`src/rtl/ole_pkg.sv`:
```
// Package of the ordered list engine: sizes, codes and the cell control word.
package ole_pkg;

  localparam int unsigned DEPTH  = 64;
  localparam int unsigned IDX_W  = $clog2(DEPTH);
  localparam int unsigned CNT_W  = IDX_W + 1;
  localparam int unsigned DATA_W = 32;
  localparam int unsigned FUNC_W = 3;
  localparam int unsigned POS_W  = 7;
  localparam int unsigned STAT_W = 2;
  // width that holds both a position and a count plus one
  localparam int unsigned CMP_W  = ((CNT_W > POS_W) ? CNT_W : POS_W) + 1;

  // operation codes
  localparam logic [FUNC_W-1:0] FN_SEARCH = 3'd0;
  localparam logic [FUNC_W-1:0] FN_INSERT = 3'd1;
  localparam logic [FUNC_W-1:0] FN_DELETE = 3'd2;
  localparam logic [FUNC_W-1:0] FN_DEDUPE = 3'd3;
  localparam logic [FUNC_W-1:0] FN_EVEN   = 3'd4;
  localparam logic [FUNC_W-1:0] FN_CLEAR  = 3'd5;
  localparam logic [FUNC_W-1:0] FN_APPEND = 3'd6;
  localparam logic [FUNC_W-1:0] FN_DUMP   = 3'd7;

  // status codes
  localparam logic [STAT_W-1:0] ST_OK    = 2'd0;
  localparam logic [STAT_W-1:0] ST_BAD   = 2'd1;
  localparam logic [STAT_W-1:0] ST_FULL  = 2'd2;
  localparam logic [STAT_W-1:0] ST_EMPTY = 2'd3;

  // what every cell does this cycle
  typedef enum logic [1:0] {
    CELL_HOLD,
    CELL_ROT,   // segment [0, seg-1] rotates toward cell 0, feed enters at seg-1
    CELL_SHR    // cell pos takes feed, cells pos+1..seg take their left neighbor
  } cell_op_e;

  typedef struct packed {
    cell_op_e            op;
    logic                cmp;   // latch key match inside [lo, seg-1]
    logic [CNT_W-1:0]    seg;
    logic [CNT_W-1:0]    pos;
    logic [CNT_W-1:0]    lo;
    logic [DATA_W-1:0]   feed;
    logic [DATA_W-1:0]   key;
  } cell_ctl_t;

endpackage

```
`src/rtl/ole_cell.sv`:
```
// One list cell: holds an entry, shifts with its neighbors, compares to a key.
module ole_cell (
  input  logic                         clk_i,
  input  logic [ole_pkg::CNT_W-1:0]    idx_i,
  input  ole_pkg::cell_ctl_t           ctl_i,
  input  logic [ole_pkg::DATA_W-1:0]   left_i,
  input  logic [ole_pkg::DATA_W-1:0]   right_i,
  output logic [ole_pkg::DATA_W-1:0]   data_o,
  output logic                         match_o
);

  logic [ole_pkg::DATA_W-1:0] data_q, data_d;
  logic                       match_q, match_d;
  logic [ole_pkg::CNT_W-1:0]  idx_nxt;

  assign idx_nxt = idx_i + ole_pkg::CNT_W'(1);

  // next entry value
  always_comb begin
    data_d = data_q;
    case (ctl_i.op)
      ole_pkg::CELL_ROT: begin
        if (idx_nxt < ctl_i.seg) begin
          data_d = right_i;
        end else if (idx_nxt == ctl_i.seg) begin
          data_d = ctl_i.feed;
        end
      end
      ole_pkg::CELL_SHR: begin
        if (idx_i == ctl_i.pos) begin
          data_d = ctl_i.feed;
        end else if ((idx_i > ctl_i.pos) && (idx_i <= ctl_i.seg)) begin
          data_d = left_i;
        end
      end
      default: data_d = data_q;
    endcase
  end

  // key match, only for cells inside the kept range
  always_comb begin
    match_d = match_q;
    if (ctl_i.cmp) begin
      match_d = (idx_i >= ctl_i.lo) && (idx_i < ctl_i.seg) && (data_q == ctl_i.key);
    end
  end

  always_ff @(posedge clk_i) begin
    data_q  <= data_d;
    match_q <= match_d;
  end

  assign data_o  = data_q;
  assign match_o = match_q;

endmodule

```
`config.mk`:
```
export PLATFORM = sky130hd
export DESIGN_NAME = ole_cell
export DESIGN_NICKNAME = d
export VERILOG_FILES = /design/src/rtl/ole_pkg.sv /design/src/rtl/ole_cell.sv
export SDC_FILE = /design/constraint.sdc
export NUM_CORES = 1
export LEC_CHECK = 0
export ABC_AREA = 1
export BUFFER_PORTS_ARGS = -buffer_cell sky130_fd_sc_hd__buf_2
export CAP_MARGIN = 30
export CORE_MARGIN = 5
export CORE_UTILIZATION = 25
export CTS_BUF_LIST = sky130_fd_sc_hd__clkbuf_16
export CTS_CLUSTER_SIZE = 12
export DETAILED_ROUTE_END_ITERATION = 10
export SYNTH_ARGS = -nofsm -noshare
export SYNTH_HDL_FRONTEND = slang
export SYNTH_SLANG_ARGS = --single-unit
```
`constraint.sdc`:
```
create_clock -name clk_i -period 3.62 [get_ports clk_i]
set_input_delay 0.905 -clock clk_i [delete_from_list [all_inputs] [get_ports clk_i]]
set_output_delay 0.905 -clock clk_i [all_outputs]
set_load 0.01 [all_outputs]
```
==> out/metrics.cfg <==
[outcome]
status=finished, final reports clean

[die]
dieArea_um2=17400
fp-row-count=44
fp.dieH_um=132
start_util_pct=25.6
die_x_um=132
ios=193
coreArea_um2=14500

[worst_setup_path]
worst_ep_required_time_ns=3.65
endpoint_kind=flip-flop
r2r_start=data_o[10]$_DFFE_PP_
worst-r2r-cell-count=7
path_max_fanout=32
critical-path-top-delay-family=simple AND/OR/NAND/NOR gates
path_cells=buf_2, ha_1, nand3_1, nand3b_1, xnor2_1, ha_1, nand2_1, nor2_1, nand2_1, buf_4, nand3_1, nand3_1, nand2_1
max_stage_delay_ns=0.36
crit_slowest_cell=buf_4
path_buf_inv=2
cp.arrival_ns=2.85
path_class=input port to flip-flop
reg2reg_setup_slack_ns=2.13
r2r-end=match_o$_DFFE_PP_
cp-start-kind=input port

[cts]
clock-root-buffer=clkbuf_16
cts_hold_buffers=0
clock-sinks=33
tritoncts=built
postCtsSetupRepairBufs=0
h-tree-depth=2
cts.repair.resized=0
clkTransAtPathRegs_ns=0.06
cts.path.max_buffers=2
worstSkewPairLatency_ns=0.27
cts_buffers=5

[placed_design]
gp_congestion=0.906
port_buffers=192
hpwlAfterDp_um=10600
dp.cells=961
dpl_cell_area_um2=4890

[timing]
rsz0062_at_grt=no
setup_tns_ns=0
slew_headroom_pct=66.8
worst_pin_slew_ns=0.497
fin_crit_sh_pct=78.0
clock_skew_ns=0.00505
timing.fmax_ghz=0.354
whs_ns=0.826
maxSlewViolCount=0
finalSetupViolations=0
period_needed_ns=2.82
hold_violations=0

[synthesis]
ys_seq_area_share_pct=26.7
netlist_top_cells_area=edfxtp_1 (27%), nand2_1 (19%), inv_1 (14%)
synth_top_area_share_pct=26.7
synth_nets=786
synth.area.mux_share_pct=0
synth_top_family_by_area=simple AND/OR/NAND/NOR gates
synth-simple-area-share_pct=35.2
syn_area_um2=3720
synth_largest_area_cell=edfxtp_1
synth_compound_area_share_pct=8.75
syn_area_per_cell_um2=6.23
synthCells=597
ys_warn_count=0
synthAdderAreaFrac_pct=9.76
synth.ff_latch_count=33
synth_xor_area_share_pct=2.83
yosysUniqueCellTypes=22

[finish]
layout.cells.non_filler=970
drive_gt1_share_pct=26.9
mostFrequentLayoutCells=buf_2 (192), nand2_1 (191), inv_1 (135)
finish.instance_area_um2=5050
final_nets=973
area_growth_pct=35.9
final_common_cell=buf_2
final_core_util_pct=34.8

[power_and_ir_drop]
seq_power_share_pct=34.3
p_per_area_nw_per_um2=310
p_int_mw=1.05
power_switching_mw=0.519
clkPwrFrac_pct=30.5
comb_power_share_pct=35.2
swShare_pct=33.1
leakage_nw=2.97
vdd_drop_max_uv=164

[global_routing]
track_usage_pct=14.2
grt_pass1_vias=4044
antenna_found_initial=1
grt_overflow=0
grt_pass1_wl_um=20300
grt_max_degree=39

[drt]
first_pass_iters=4
vias_per_cell=4.31
vias=4180
drt-total-wl_um=12900
drc=0
wl_per_cell_um=13.3
drt_first_iter_violations=146
drtAntennaViolNets=0

[worst_hold_path]
hold_class=input port to flip-flop
worstHoldPathCells=1
min_to=match_o$_DFFE_PP_
hold_start=ctl_i[85]

[job]
max_cap_viol_count=0

==> area by class of cell <==
type | instances | area, um^2
Clock buffer | 5 | 125
Inverter | 135 | 507
Multi-Input combinational cell | 408 | 2110
Clock inverter | 3 | 37.5
Antenna cell | 1 | 2.50
Fill cell | 1633 | 9480
Sequential cell | 33 | 991
Tap cell | 184 | 230
Timing Repair Buffer | 201 | 1050
==> routing by layer <==
| metal | vias up | track usage [%] | wire length (um) |
|---|---|---|---|
| met4 | 0 | 2.74 | 162 |
| li1 | 2231 | - | - |
| met3 | 8 | 2.79 | 849 |
| met5 | - | 0 | 0 |
| met2 | 156 | 24.9 | 6030 |
| met1 | 1785 | 18.1 | 5850 |
==> flip-flops by register name, summed over array words and instances (netlist names) <==
name and flops:
data_o 32, match_o 1
==> power by group through the flow <==
stage / Combinational (mW) / Sequential, mW / Clock, mW
6_report: 0.551 / 0.538 / 0.477
5_1_grt: 0.633 / 0.545 / 0.501
4_1_cts: 0.558 / 0.539 / 0.492
3_5_place_dp: 0.556 / 0.546 / 0
3_3_place_gp: 0.551 / 0.547 / 0
2_1_floorplan: 0.299 / 0.559 / 0
==> stage by stage <==
stage          setup WS, ns  power, mW
5_1_grt               0.542       1.68
3_5_place_dp          0.504       1.10
4_1_cts               0.784       1.59
6_report              0.798       1.57
2_1_floorplan        0.0755      0.858
3_3_place_gp          0.538       1.10
==> synthesized netlist by cell type <==
cell and n:
a21oi_1 10, buf_1 3, buf_2 12, buf_6 3
clkbuf_1 3, edfxtp_1 33, ha_1 29, inv_1 134
inv_2 1, nand2_1 192, nand2_2 1, nand3_1 69
nand3b_1 2, nand4_1 1, nor2_1 52, nor3_1 1
nor3_4 1, o211ai_1 32, o21a_1 2, o21ai_0 4
xnor2_1 1, xor2_1 11
==> worst max path at each step <==
stage                                 to  depth (start not counted)     start  slack (ns)
global route        data_o[20]$_DFFE_PP_                         13  idx_i[1]        0.54
floorplan            data_o[0]$_DFFE_PP_                         13  idx_i[0]        0.08
CTS                  data_o[3]$_DFFE_PP_                         14  idx_i[1]        0.78
detailed placement  data_o[11]$_DFFE_PP_                         14  idx_i[1]        0.50
finish              data_o[20]$_DFFE_PP_                         13  idx_i[1]        0.80
global placement    data_o[11]$_DFFE_PP_                         14  idx_i[0]        0.54
==> logic make-up (layout without fill, tap and decap cells) <==
family / after synthesis / after routing
adder cells (fa/ha/maj): 29 / 29
AND/OR/NAND/NOR: 319 / 319
flip-flops: 33 / 33
XOR/XNOR: 12 / 12
buffers and inverters: 156 / 344
AO/OA/AOI/OAI: 48 / 48
other: 0 / 1
No activity file was read; power rests on OpenSTA's default activity.
