[config.mk]
export PLATFORM = sky130hd
export DESIGN_NAME = ole_seq_flat
export DESIGN_NICKNAME = d
export VERILOG_FILES = /design/src/rtl/ole_pkg.sv /design/src/rtl/ole_if.sv /design/src/rtl/ole_seq.sv /design/src/flat_wrapper.sv
export SDC_FILE = /design/constraint.sdc
export NUM_CORES = 1
export LEC_CHECK = 0
export ABC_AREA = 1
export BUFFER_PORTS_ARGS = -buffer_cell sky130_fd_sc_hd__buf_2
export CORE_MARGIN = 4
export CORE_UTILIZATION = 54
export CTS_CLUSTER_DIAMETER = 150
export CTS_CLUSTER_SIZE = 12
export DETAILED_ROUTE_END_ITERATION = 8
export MAX_ROUTING_LAYER = met4
export PLACE_DENSITY_LB_ADDON = 0.25
export SLEW_MARGIN = 20
export SYNTH_ARGS = -nofsm -noshare
export SYNTH_HDL_FRONTEND = slang
export SYNTH_SLANG_ARGS = --single-unit
[constraint.sdc]
create_clock -name clk_i -period 5.2 [get_ports clk_i]
set_input_delay 0.26 -clock clk_i [delete_from_list [all_inputs] [get_ports clk_i]]
set_output_delay 0.26 -clock clk_i [all_outputs]
set_load 0.01 [all_outputs]
[src/rtl/ole_pkg.sv]
// Package of the ordered list engine: sizes, codes and the cell control word.
package ole_pkg;

  localparam int unsigned DEPTH  = 64;
  localparam int unsigned IDX_W  = $clog2(DEPTH);
  localparam int unsigned CNT_W  = IDX_W + 1;
  localparam int unsigned DATA_W = 32;
  localparam int unsigned FUNC_W = 3;
  localparam int unsigned POS_W  = 7;
  localparam int unsigned STAT_W = 2;
  // width that holds both a position and a count plus one
  localparam int unsigned CMP_W  = ((CNT_W > POS_W) ? CNT_W : POS_W) + 1;

  // operation codes
  localparam logic [FUNC_W-1:0] FN_SEARCH = 3'd0;
  localparam logic [FUNC_W-1:0] FN_INSERT = 3'd1;
  localparam logic [FUNC_W-1:0] FN_DELETE = 3'd2;
  localparam logic [FUNC_W-1:0] FN_DEDUPE = 3'd3;
  localparam logic [FUNC_W-1:0] FN_EVEN   = 3'd4;
  localparam logic [FUNC_W-1:0] FN_CLEAR  = 3'd5;
  localparam logic [FUNC_W-1:0] FN_APPEND = 3'd6;
  localparam logic [FUNC_W-1:0] FN_DUMP   = 3'd7;

  // status codes
  localparam logic [STAT_W-1:0] ST_OK    = 2'd0;
  localparam logic [STAT_W-1:0] ST_BAD   = 2'd1;
  localparam logic [STAT_W-1:0] ST_FULL  = 2'd2;
  localparam logic [STAT_W-1:0] ST_EMPTY = 2'd3;

  // what every cell does this cycle
  typedef enum logic [1:0] {
    CELL_HOLD,
    CELL_ROT,   // segment [0, seg-1] rotates toward cell 0, feed enters at seg-1
    CELL_SHR    // cell pos takes feed, cells pos+1..seg take their left neighbor
  } cell_op_e;

  typedef struct packed {
    cell_op_e            op;
    logic                cmp;   // latch key match inside [lo, seg-1]
    logic [CNT_W-1:0]    seg;
    logic [CNT_W-1:0]    pos;
    logic [CNT_W-1:0]    lo;
    logic [DATA_W-1:0]   feed;
    logic [DATA_W-1:0]   key;
  } cell_ctl_t;

endpackage

[src/rtl/ole_if.sv]
// Handshake channels of the ordered list engine: request and result words.
interface ole_in_if;
  logic                             valid;
  logic                             ready;
  logic [ole_pkg::FUNC_W-1:0]       func;
  logic [ole_pkg::POS_W-1:0]        position;
  logic signed [ole_pkg::DATA_W-1:0] value;

  modport source (output valid, func, position, value, input ready);
  modport sink   (input valid, func, position, value, output ready);
endinterface

interface ole_out_if;
  logic                              valid;
  logic                              ready;
  logic [ole_pkg::STAT_W-1:0]        status;
  logic [ole_pkg::POS_W-1:0]         found_position;
  logic signed [ole_pkg::DATA_W-1:0] data_out;
  logic                              last;

  modport source (output valid, status, found_position, data_out, last, input ready);
  modport sink   (input valid, status, found_position, data_out, last, output ready);
endinterface

[src/rtl/ole_seq.sv]
// Sequencer: decodes an operation, steers the cell chain, builds result words.
module ole_seq (
  input  logic                       clk_i,
  input  logic                       rst_ni,
  ole_in_if.sink                     in_i,
  ole_out_if.source                  out_o,
  input  logic [ole_pkg::DATA_W-1:0] head_i,
  input  logic                       any_match_i,
  output ole_pkg::cell_ctl_t         ctl_o
);

  localparam logic [2:0] S_IDLE = 3'd0;
  localparam logic [2:0] S_EXEC = 3'd1;
  localparam logic [2:0] S_WALK = 3'd2;
  localparam logic [2:0] S_DCMP = 3'd3;
  localparam logic [2:0] S_FIN  = 3'd4;

  localparam int unsigned CW = ole_pkg::CNT_W;
  localparam int unsigned PW = ole_pkg::CMP_W;

  logic [2:0]                   state_q, state_d;
  logic [ole_pkg::FUNC_W-1:0]   func_q, func_d;
  logic [ole_pkg::POS_W-1:0]    pos_q, pos_d;
  logic [ole_pkg::DATA_W-1:0]   val_q, val_d;
  logic [CW-1:0]                n_q, n_d;
  logic [CW-1:0]                m_q, m_d;
  logic [CW-1:0]                w_q, w_d;
  logic [CW-1:0]                k_q, k_d;
  logic                         hit_q, hit_d;
  logic [CW-1:0]                found_q, found_d;
  logic [ole_pkg::DATA_W-1:0]   rem_q, rem_d;

  logic                         ov_q, ov_d;
  logic [ole_pkg::STAT_W-1:0]   ostat_q, ostat_d;
  logic [ole_pkg::POS_W-1:0]    ofound_q, ofound_d;
  logic [ole_pkg::DATA_W-1:0]   odata_q, odata_d;
  logic                         olast_q, olast_d;

  logic          emit_ok;
  logic          last_step;
  logic          drop;
  logic [PW-1:0] pos_ext;
  logic [PW-1:0] n_ext;

  assign emit_ok   = !ov_q || out_o.ready;
  assign last_step = (k_q == (n_q - CW'(1)));
  assign pos_ext   = PW'(pos_q);
  assign n_ext     = PW'(n_q);

  assign in_i.ready = (state_q == S_IDLE);

  always_comb begin
    state_d  = state_q;
    func_d   = func_q;
    pos_d    = pos_q;
    val_d    = val_q;
    n_d      = n_q;
    m_d      = m_q;
    w_d      = w_q;
    k_d      = k_q;
    hit_d    = hit_q;
    found_d  = found_q;
    rem_d    = rem_q;
    ov_d     = ov_q;
    ostat_d  = ostat_q;
    ofound_d = ofound_q;
    odata_d  = odata_q;
    olast_d  = olast_q;
    drop     = 1'b0;

    ctl_o.op   = ole_pkg::CELL_HOLD;
    ctl_o.cmp  = 1'b0;
    ctl_o.seg  = m_q;
    ctl_o.pos  = '0;
    ctl_o.lo   = m_q - w_q;
    ctl_o.feed = head_i;
    ctl_o.key  = head_i;

    // result word leaves
    if (ov_q && out_o.ready) begin
      ov_d = 1'b0;
    end

    case (state_q)
      S_IDLE: begin
        if (in_i.valid) begin
          func_d  = in_i.func;
          pos_d   = in_i.position;
          val_d   = in_i.value;
          state_d = S_EXEC;
        end
      end

      S_EXEC: begin
        if (emit_ok) begin
          // defaults for a single-word result; a walk clears ov_d again
          ov_d     = 1'b1;
          ostat_d  = ole_pkg::ST_OK;
          ofound_d = '0;
          odata_d  = '0;
          olast_d  = 1'b1;
          state_d  = S_IDLE;
          // walk setup, used when a walk starts
          k_d     = '0;
          m_d     = n_q;
          w_d     = '0;
          hit_d   = 1'b0;
          found_d = '0;
          rem_d   = '0;
          case (func_q)
            ole_pkg::FN_SEARCH: begin
              if (n_q == '0) begin
                ostat_d = ole_pkg::ST_BAD;
              end else begin
                ov_d    = ov_q && !out_o.ready;
                state_d = S_WALK;
              end
            end
            ole_pkg::FN_INSERT: begin
              if ((pos_ext == '0) || (pos_ext > (n_ext + PW'(1)))) begin
                ostat_d = ole_pkg::ST_BAD;
              end else if (n_ext == PW'(ole_pkg::DEPTH)) begin
                ostat_d = ole_pkg::ST_FULL;
              end else begin
                ctl_o.op   = ole_pkg::CELL_SHR;
                ctl_o.pos  = CW'(pos_ext - PW'(1));
                ctl_o.seg  = n_q;
                ctl_o.feed = val_q;
                n_d        = n_q + CW'(1);
              end
            end
            ole_pkg::FN_DELETE: begin
              if (n_q == '0) begin
                ostat_d = ole_pkg::ST_EMPTY;
              end else if ((pos_ext == '0) || (pos_ext > n_ext)) begin
                ostat_d = ole_pkg::ST_BAD;
              end else begin
                ov_d    = ov_q && !out_o.ready;
                state_d = S_WALK;
              end
            end
            ole_pkg::FN_DEDUPE: begin
              if (n_q != '0) begin
                ov_d    = ov_q && !out_o.ready;
                state_d = S_DCMP;
              end
            end
            ole_pkg::FN_EVEN: begin
              if (n_q != '0) begin
                ov_d    = ov_q && !out_o.ready;
                state_d = S_WALK;
              end
            end
            ole_pkg::FN_CLEAR: begin
              n_d = '0;
            end
            ole_pkg::FN_APPEND: begin
              if (n_ext == PW'(ole_pkg::DEPTH)) begin
                ostat_d = ole_pkg::ST_FULL;
              end else begin
                ctl_o.op   = ole_pkg::CELL_SHR;
                ctl_o.pos  = n_q;
                ctl_o.seg  = n_q;
                ctl_o.feed = val_q;
                n_d        = n_q + CW'(1);
              end
            end
            default: begin
              if (n_q == '0) begin
                ostat_d = ole_pkg::ST_EMPTY;
              end else begin
                ov_d    = ov_q && !out_o.ready;
                state_d = S_WALK;
              end
            end
          endcase
        end
      end

      // dedupe: cells compare the head against the kept entries
      S_DCMP: begin
        ctl_o.cmp = 1'b1;
        state_d   = S_WALK;
      end

      // one entry per cycle passes the head of the chain, unless a dump word stalls
      S_WALK: begin
        if ((func_q != ole_pkg::FN_DUMP) || emit_ok) begin
          ctl_o.op = ole_pkg::CELL_ROT;
          case (func_q)
            ole_pkg::FN_SEARCH: begin
              if (!hit_q && (head_i == val_q)) begin
                hit_d   = 1'b1;
                found_d = k_q + CW'(1);
              end
            end
            ole_pkg::FN_DELETE: begin
              drop = (PW'(k_q) == (pos_ext - PW'(1)));
              if (drop) begin
                rem_d = head_i;
              end
            end
            ole_pkg::FN_DEDUPE: drop = any_match_i;
            ole_pkg::FN_EVEN:   drop = !head_i[0];
            ole_pkg::FN_DUMP: begin
              ov_d     = 1'b1;
              ostat_d  = ole_pkg::ST_OK;
              ofound_d = '0;
              odata_d  = head_i;
              olast_d  = last_step;
            end
            default: drop = 1'b0;
          endcase
          m_d = drop ? (m_q - CW'(1)) : m_q;
          w_d = drop ? w_q : (w_q + CW'(1));
          k_d = k_q + CW'(1);
          if (last_step) begin
            n_d     = m_d;
            state_d = (func_q == ole_pkg::FN_DUMP) ? S_IDLE : S_FIN;
          end else begin
            state_d = (func_q == ole_pkg::FN_DEDUPE) ? S_DCMP : S_WALK;
          end
        end
      end

      S_FIN: begin
        if (emit_ok) begin
          ov_d     = 1'b1;
          olast_d  = 1'b1;
          ostat_d  = ole_pkg::ST_OK;
          ofound_d = '0;
          odata_d  = '0;
          if (func_q == ole_pkg::FN_SEARCH) begin
            ostat_d  = hit_q ? ole_pkg::ST_OK : ole_pkg::ST_BAD;
            ofound_d = ole_pkg::POS_W'(found_q);
          end
          if (func_q == ole_pkg::FN_DELETE) begin
            odata_d = rem_q;
          end
          state_d = S_IDLE;
        end
      end

      default: state_d = S_IDLE;
    endcase
  end

  // control state
  always_ff @(posedge clk_i or negedge rst_ni) begin
    if (!rst_ni) begin
      state_q <= S_IDLE;
      n_q     <= '0;
      ov_q    <= 1'b0;
    end else begin
      state_q <= state_d;
      n_q     <= n_d;
      ov_q    <= ov_d;
    end
  end

  // operands, walk bookkeeping and result payload
  always_ff @(posedge clk_i) begin
    func_q   <= func_d;
    pos_q    <= pos_d;
    val_q    <= val_d;
    m_q      <= m_d;
    w_q      <= w_d;
    k_q      <= k_d;
    hit_q    <= hit_d;
    found_q  <= found_d;
    rem_q    <= rem_d;
    ostat_q  <= ostat_d;
    ofound_q <= ofound_d;
    odata_q  <= odata_d;
    olast_q  <= olast_d;
  end

  assign out_o.valid          = ov_q;
  assign out_o.status         = ostat_q;
  assign out_o.found_position = ofound_q;
  assign out_o.data_out       = odata_q;
  assign out_o.last           = olast_q;

endmodule

[src/flat_wrapper.sv]
// flat-port wrapper written by rule: the top's interface ports become plain ports
module ole_seq_flat 
  (clk_i, rst_ni, head_i, any_match_i, ctl_o, in_i_valid, in_i_func, in_i_position, in_i_value, in_i_ready, out_o_valid, out_o_status, out_o_found_position, out_o_data_out, out_o_last, out_o_ready);
  ole_in_if in_i_i ();
  ole_out_if out_o_i ();
  input  logic clk_i;
  input  logic rst_ni;
  input  logic [ole_pkg::DATA_W-1:0] head_i;
  input  logic any_match_i;
  output ole_pkg::cell_ctl_t ctl_o;
  input wire logic [$bits(in_i_i.valid)-1:0] in_i_valid;
  input wire logic [$bits(in_i_i.func)-1:0] in_i_func;
  input wire logic [$bits(in_i_i.position)-1:0] in_i_position;
  input wire logic [$bits(in_i_i.value)-1:0] in_i_value;
  output wire logic [$bits(in_i_i.ready)-1:0] in_i_ready;
  output wire logic [$bits(out_o_i.valid)-1:0] out_o_valid;
  output wire logic [$bits(out_o_i.status)-1:0] out_o_status;
  output wire logic [$bits(out_o_i.found_position)-1:0] out_o_found_position;
  output wire logic [$bits(out_o_i.data_out)-1:0] out_o_data_out;
  output wire logic [$bits(out_o_i.last)-1:0] out_o_last;
  input wire logic [$bits(out_o_i.ready)-1:0] out_o_ready;
  assign in_i_i.valid = in_i_valid;
  assign in_i_i.func = in_i_func;
  assign in_i_i.position = in_i_position;
  assign in_i_i.value = in_i_value;
  assign in_i_ready = in_i_i.ready;
  assign out_o_valid = out_o_i.valid;
  assign out_o_status = out_o_i.status;
  assign out_o_found_position = out_o_i.found_position;
  assign out_o_data_out = out_o_i.data_out;
  assign out_o_last = out_o_i.last;
  assign out_o_i.ready = out_o_ready;
  ole_seq u_core (.clk_i(clk_i), .rst_ni(rst_ni), .in_i(in_i_i), .out_o(out_o_i), .head_i(head_i), .any_match_i(any_match_i), .ctl_o(ctl_o));
endmodule
==> impl_metrics.json, run 1 <==
{
  "status": "finished, final reports clean",
  "worstPathMaxFanout": 64,
  "n_antenna_cell": 0,
  "finalCriticalPeriod_ns": 4.11,
  "grt_use_total_pct": 25.8,
  "die_x_um": 139,
  "port_buffers": 210,
  "cpMostUsedCell": "nand2_1",
  "clockBufferDepth": 2,
  "num_vias": 7823,
  "irDropWorstVdd_mv": 0.297,
  "startpoint_type": "flop",
  "netlist.area_leader.share_pct": 47.0,
  "endpoint_kind": "output port",
  "setup_slack_ns": 1.09,
  "grt_antenna_before_repair": 0,
  "powerDensity_nw_per_um2": 579,
  "r2r_cells": 7,
  "initial_utilization_pct": 55.5,
  "total_leakage_power_uw": 0.00490,
  "io_pins": 211,
  "synth_area_um2": 9270,
  "fin_setup_tns_ns": 0,
  "cts.root.buffer_cell": "clkbuf_16",
  "fillerInstances": 1382,
  "arrival_ns": 3.85,
  "ys_warn_count": 0,
  "cp_slowest_stage_delay_ns": 0.59,
  "syn_avg_cell_area_um2": 9.35,
  "remaining_drc_errors": 0,
  "synth.distinct_cells": 48,
  "drive_gt1_share_pct": 29.4,
  "seq_area_frac_synth_pct": 50.0,
  "maxCapViolations": 0,
  "post-route-period-util_pct": 79.0,
  "tightestPinTransition_ns": 0.896,
  "layout_common_cells": "buf_2 (210), nand2_1 (157), edfxtp_1 (145)",
  "regToRegStartpoint": "u_core.state_q[2]",
  "maxSlewHeadroom_pct": 40.1,
  "synth_area_leader_cell": "edfxtp_1",
  "routed_wl_mm": 24.5,
  "final.setup_skew_ns": 0.0112,
  "gr-total-overflow": 0,
  "gp_congestion": 1.00,
  "cp.required_ns": 4.94,
  "final_net_count": 1301,
  "rows": 47,
  "core_region_area_um2": 16700,
  "timing_max_transition_violations_final": 0,
  "synth_cells": 991,
  "setup.worst_path.start": "u_core.n_q[2]",
  "syn2layout_area_growth_pct": 20.2,
  "grt_pass1_wl_mm": 38.8,
  "crit_type": "reg -> out",
  "insertion_delay_ns": 0.43,
  "cts_made_buffers": 17,
  "hpwl_mm": 17.8,
  "grt_max_degree": 65,
  "cts_max_level": 4,
  "finalHoldViolCount": 0,
  "cts_sinks": 156,
  "fin_cells": 1426,
  "synth_area_leaders": "edfxtp_1 (47%), nand2_1 (6.4%), inv_1 (4.8%), nor2_1 (4.7%), ha_1 (3.6%)",
  "min-delay-start": "in_i_value[23]",
  "clock.fmax_mhz": 244,
  "hold_class": "in -> reg",
  "cts_tree": "built",
  "min_to": "u_core.val_q[23]",
  "wire_per_inst_um": 17.2,
  "rsz0062_at_grt": "false",
  "synth_nets": 1098,
  "crit_chain": "inv_4 > nor3_4 > nand3_1 > xor2_1 > ha_1 > nand2_1 > nor2_1 > nand2_1 > nand3_1 > nand2_1 > nand2_1 > nand2_4 > nand2_4 > nand2_2 > nand2_4 > clkinv_4 > o211ai_1 > o21ai_0 > buf_2",
  "regToRegEndpoint": "u_core.out_o.data_out[3]",
  "clkTransAtPathRegs_ns": 0.06,
  "drtAntennaViolNets": 0,
  "placedCellCount": 1363,
  "dp_slack_ns": 1.60,
  "min_delay_path_depth": 1,
  "fp.dieH_um": 139,
  "setup_viol": 0,
  "die_area_um2": 19300,
  "firstDrtPassIters": 5,
  "drtIter0Drc": 632,
  "grt_pass1_vias": 7237,
  "avgViaCountPerCell": 5.49,
  "synth-seq-cells": 156,
  "cts_resized": 0,
  "final_common_cell": "buf_2",
  "r2r_setup_slack_ns": 1.95,
  "cpMaxStageDelayCell": "dfrtp_1"
}
[metal layers]
layer	track usage, %	part of all wire (%)
met2	39.2	46
met1	36.6	44
met5	-	0
met4	6.28	1.4
met3	4.34	7.9
[cells by family (layout without fill, tap and decap cells)]
kind of cell	count (synthesis)	count (layout)	synth area share (%)
AO/OA/AOI/OAI	192	192	14.2
XOR/XNOR	37	37	3.65
adder cells (fa/ha/maj)	28	28	3.86
buffers and inverters	199	414	10.2
flip-flops	156	156	50.0
AND/OR/NAND/NOR	379	379	18.1
[area by class of cell]
class,count,area [µm²],area share [%]
inverters,136,518,4.65
well taps,220,275,2.47
clock inverters,14,139,1.25
multi-input cells,636,3730,33.4
clock buffers,17,425,3.82
repair buffers,247,1430,12.8
flip-flops and latches,156,4630,41.6
[worst max-delay path: cells and delay by family, from the launching register on]
| kind | cells | cell delay [ns] |
|---|---|---|
| AO/OA/AOI/OAI | 2 | 0.36 |
| flip-flops | 1 | 0.59 |
| XOR/XNOR | 1 | 0.18 |
| AND/OR/NAND/NOR | 12 | 1.22 |
| adder cells (fa/ha/maj) | 1 | 0.32 |
| buffers and inverters | 3 | 0.66 |
[synthesized netlist by cell type (all sizes together)]
| cell | n |
|---|---|
| nor3b | 1 |
| xnor3 | 1 |
| o2111ai | 1 |
| edfxtp | 145 |
| clkinv | 3 |
| xor2 | 22 |
| dfrtp | 11 |
| nor4 | 4 |
| a21oi | 33 |
| nand4 | 8 |
| o22ai | 14 |
| nand2 | 169 |
| a221oi | 1 |
| fa | 1 |
| a21o | 1 |
| xnor2 | 14 |
| inv | 133 |
| ha | 27 |
| a211oi | 4 |
| buf | 50 |
| a31o | 32 |
| clkbuf | 13 |
| a211o | 1 |
| nand3 | 52 |
| o211ai | 32 |
| a32o | 1 |
| nor3 | 16 |
| o21ai | 72 |
| nor2 | 129 |
[worst max-delay path by stage]
stage	end	slack, ns	depth (start not counted)
final	ctl_o[48]	1.09	19
after CTS	ctl_o[47]	1.13	19
after detailed placement	ctl_o[47]	1.60	19
after global routing	ctl_o[47]	0.77	19
after floorplan	u_core.rem_q[0]	1.64	12
after global placement	ctl_o[35]	1.77	19
[sequential cells by signal, summed over array words and instances, names as in the netlist]
signal / count
u_core.found_q: 7
u_core.func_q: 3
u_core.hit_q: 1
u_core.k_q: 7
u_core.m_q: 7
u_core.n_q: 7
u_core.out_o.data_out: 32
u_core.out_o.found_position: 7
u_core.out_o.last: 1
u_core.out_o.status: 2
u_core.out_o.valid: 1
u_core.pos_q: 7
u_core.rem_q: 32
u_core.state_q: 3
u_core.val_q: 32
u_core.w_q: 7
[metrics by stage]
| step | area (µm²) | total power [µW] | hold WS (ns) | utilization (%) |
|---|---|---|---|---|
| 2_1_floorplan | 9270 | 4280 | -0.0356 | - |
| 3_3_place_gp | 10200 | 5150 | 0.164 | 61.3 |
| 3_5_place_dp | 10200 | 5190 | 0.168 | 61.3 |
| 4_1_cts | 11100 | 6420 | 0.000193 | 66.5 |
| 5_1_grt | 11100 | 6890 | 0.000981 | 66.7 |
| 6_report | 11100 | 6450 | 0.0149 | 66.7 |
[power by group]
part / switching [µW] / total [µW] / leakage [µW] / internal (µW)
Combinational: 1820 / 2790 / 0.00310 / 969
Sequential: 364 / 2470 / 0.00153 / 2100
Clock: 529 / 1200 / 0.000262 / 666
[timing repair]
action,in CTS,in global routing
hold buffers,31,0
hold endpoints to repair,41,0
setup buffers,0,0
Note: power is estimated with default switching activity, not from simulation.
==> run 2: changes to the inputs <==
==> constraint.sdc (replaced) <==
create_clock -name clk_i -period 4 [get_ports clk_i]
set_input_delay 0.2 -clock clk_i [delete_from_list [all_inputs] [get_ports clk_i]]
set_output_delay 0.2 -clock clk_i [all_outputs]
set_load 0.01 [all_outputs]
==> run 2 against run 1 <==
Routed wire length rose by 0.95%. Total power increased by 30%. Final cell count up 1.1%. Design area up 1.3%. Critical path depth grew 1. Largest cell class unchanged. Core utilization increased by 0.85 points. First-iteration DRC count is 16% higher. Via count increased by 0.52%. Global-route usage increased by 0.12 points.
==> impl_metrics.json, run 2 (same netlist as run 1, synthesis figures left out) <==
{
  "status": "finished, final reports clean",
  "finalCriticalPeriod_ns": 3.76,
  "cp_slowest_stage_delay_ns": 0.50,
  "remaining_drc_errors": 0,
  "gp_congestion": 0.995,
  "worstPathMaxFanout": 56,
  "core_region_area_um2": 16700,
  "num_vias": 7864,
  "hpwl_mm": 18.0,
  "layout_common_cells": "buf_2 (210), nand2_1 (157), edfxtp_1 (145)",
  "cts_setup_buffers": 0,
  "maxSlewHeadroom_pct": 48.0,
  "gr-total-overflow": 0,
  "irDropWorstVdd_mv": 0.417,
  "endpoint_kind": "output port",
  "port_buffers": 210,
  "cts_tree": "built",
  "cp.required_ns": 3.80,
  "finalHoldViolCount": 0,
  "routed_wl_mm": 24.8,
  "crit_chain": "inv_4 > nor3_4 > nand3_1 > xor2_1 > ha_1 > nand2_1 > nor2_1 > nand2_1 > nand3_1 > nand2_1 > nand2_1 > nand2_4 > nand2_4 > nand2_2 > nand2_4 > clkinv_4 > buf_12 > o211ai_1 > o21ai_0 > buf_2",
  "grt_max_degree": 57,
  "clock.fmax_mhz": 266,
  "firstDrtPassIters": 5,
  "fillerInstances": 1364,
  "die_area_um2": 19300,
  "final.setup_skew_ns": 0.0113,
  "grt_use_total_pct": 26.0,
  "rows": 47,
  "cts_made_buffers": 17,
  "cpMaxStageDelayCell": "dfrtp_2",
  "drive_gt1_share_pct": 29.4,
  "cts_max_level": 4,
  "syn2layout_area_growth_pct": 21.8,
  "cts_sinks": 156,
  "total_leakage_power_uw": 0.00496,
  "setup_viol": 0,
  "drtIter0Drc": 731,
  "die_x_um": 139,
  "powerDensity_nw_per_um2": 742,
  "power_uw": 8370,
  "initial_utilization_pct": 55.5,
  "insertion_delay_ns": 0.43,
  "cts.root.buffer_cell": "clkbuf_16",
  "grt_pass1_vias": 7485,
  "fin_setup_tns_ns": 0,
  "arrival_ns": 3.56,
  "timing_max_transition_violations_final": 0,
  "n_antenna_cell": 0,
  "tightestPinTransition_ns": 0.780,
  "rsz0062_at_grt": "false",
  "grt_antenna_before_repair": 0,
  "wire_per_inst_um": 17.2,
  "clockBufferDepth": 2,
  "maxCapViolations": 0,
  "fp.dieH_um": 139,
  "drtAntennaViolNets": 0,
  "hold_class": "in -> reg",
  "post-route-period-util_pct": 93.9,
  "avgViaCountPerCell": 5.45,
  "startpoint_type": "flop",
  "crit_type": "reg -> out",
  "io_pins": 211,
  "clkTransAtPathRegs_ns": 0.07,
  "cpMostUsedCell": "nand2_1",
  "final_net_count": 1316,
  "grt_pass1_wl_mm": 39.1,
  "final_common_cell": "buf_2"
}
run 2: cell count changes in the layout (fill, tap and decap cells not counted), moves of 2 or more:
cell	change
buf_12	+2
clkinvlp_4	-2
buf_4	+2
inv_6	+2
clkinv_4	+2
dlygate4sd3_1	+12
run 2: per-stage QoR:
stage	setup slack, ns	utilization, %	cell area (µm²)	hold WS (ns)	std cells
floorplan	0.442	-	9270	-0.0956	991
global placement	0.821	61.6	10300	0.109	1367
detailed placement	0.675	61.6	10300	0.108	1367
CTS	0.181	67.5	11300	0.142	1442
global route	0.0000444	67.6	11300	0.172	1442
finish	0.242	67.6	11300	0.152	1442
run 2: cell type report:
class                      instances  area [µm²]  share of cell area, %
tap                              220         275                   2.44
inverter                         136         518                   4.59
timing repair buffer             262        1570                   14.0
clock buffer                      17         425                   3.77
sequential                       156        4630                   41.0
clock inverter                    15         133                   1.18
multi-input combinational        636        3730                   33.0
run 2: power breakdown:
part           switching, µW  internal [µW]
sequential               468           2730
combinational           2390           1250
clock                    713            814
run 2: timing repair:
action                                  4_1_cts  5_1_grt
endpoints found under the hold margin        53        0
gates resized for setup                       0        1
hold buffers                                 43        0
endpoints found under the setup margin        0       28
run 2: routing by layer:
layer  vias to the layer above  routed length, µm  track usage [%]  share of wire [%]
li1                       3829                  -                -                  -
met1                      3605              10800             35.5                 43
met2                       388              11500             39.6                 46
met3                        42               1890             4.55                7.6
met4                         0                609             8.55                2.5
met5                         -                  0                -                  0
run 2: worst paths after layout:
| path | startpoint | to | slack (ns) | depth (start not counted) |
|---|---|---|---|---|
| worst min register to register | u_core.found_q[6] | u_core.out_o.found_position[6] | 0.55 | 2 |
| worst max-delay path | u_core.n_q[2] | ctl_o[33] | 0.24 | 20 |
| min in group asynchronous | rst_ni | u_core.n_q[4] | 0.20 | 2 |
| worst min-delay path | in_i_valid | u_core.state_q[1] | 0.15 | 4 |
| max in group asynchronous | rst_ni | u_core.n_q[2] | 3.54 | 2 |
| worst max register to register | u_core.pos_q[0] | u_core.w_q[5] | 1.08 | 8 |
run 2: worst max-delay path, delay by kind of cell (launching register included):
kind / cells / cell delay (ns)
XOR/XNOR: 1 / 0.19
buffers and inverters: 4 / 0.60
AND/OR/NAND/NOR: 12 / 1.24
AO/OA/AOI/OAI: 2 / 0.27
adder cells (fa/ha/maj): 1 / 0.32
flip-flops: 1 / 0.50
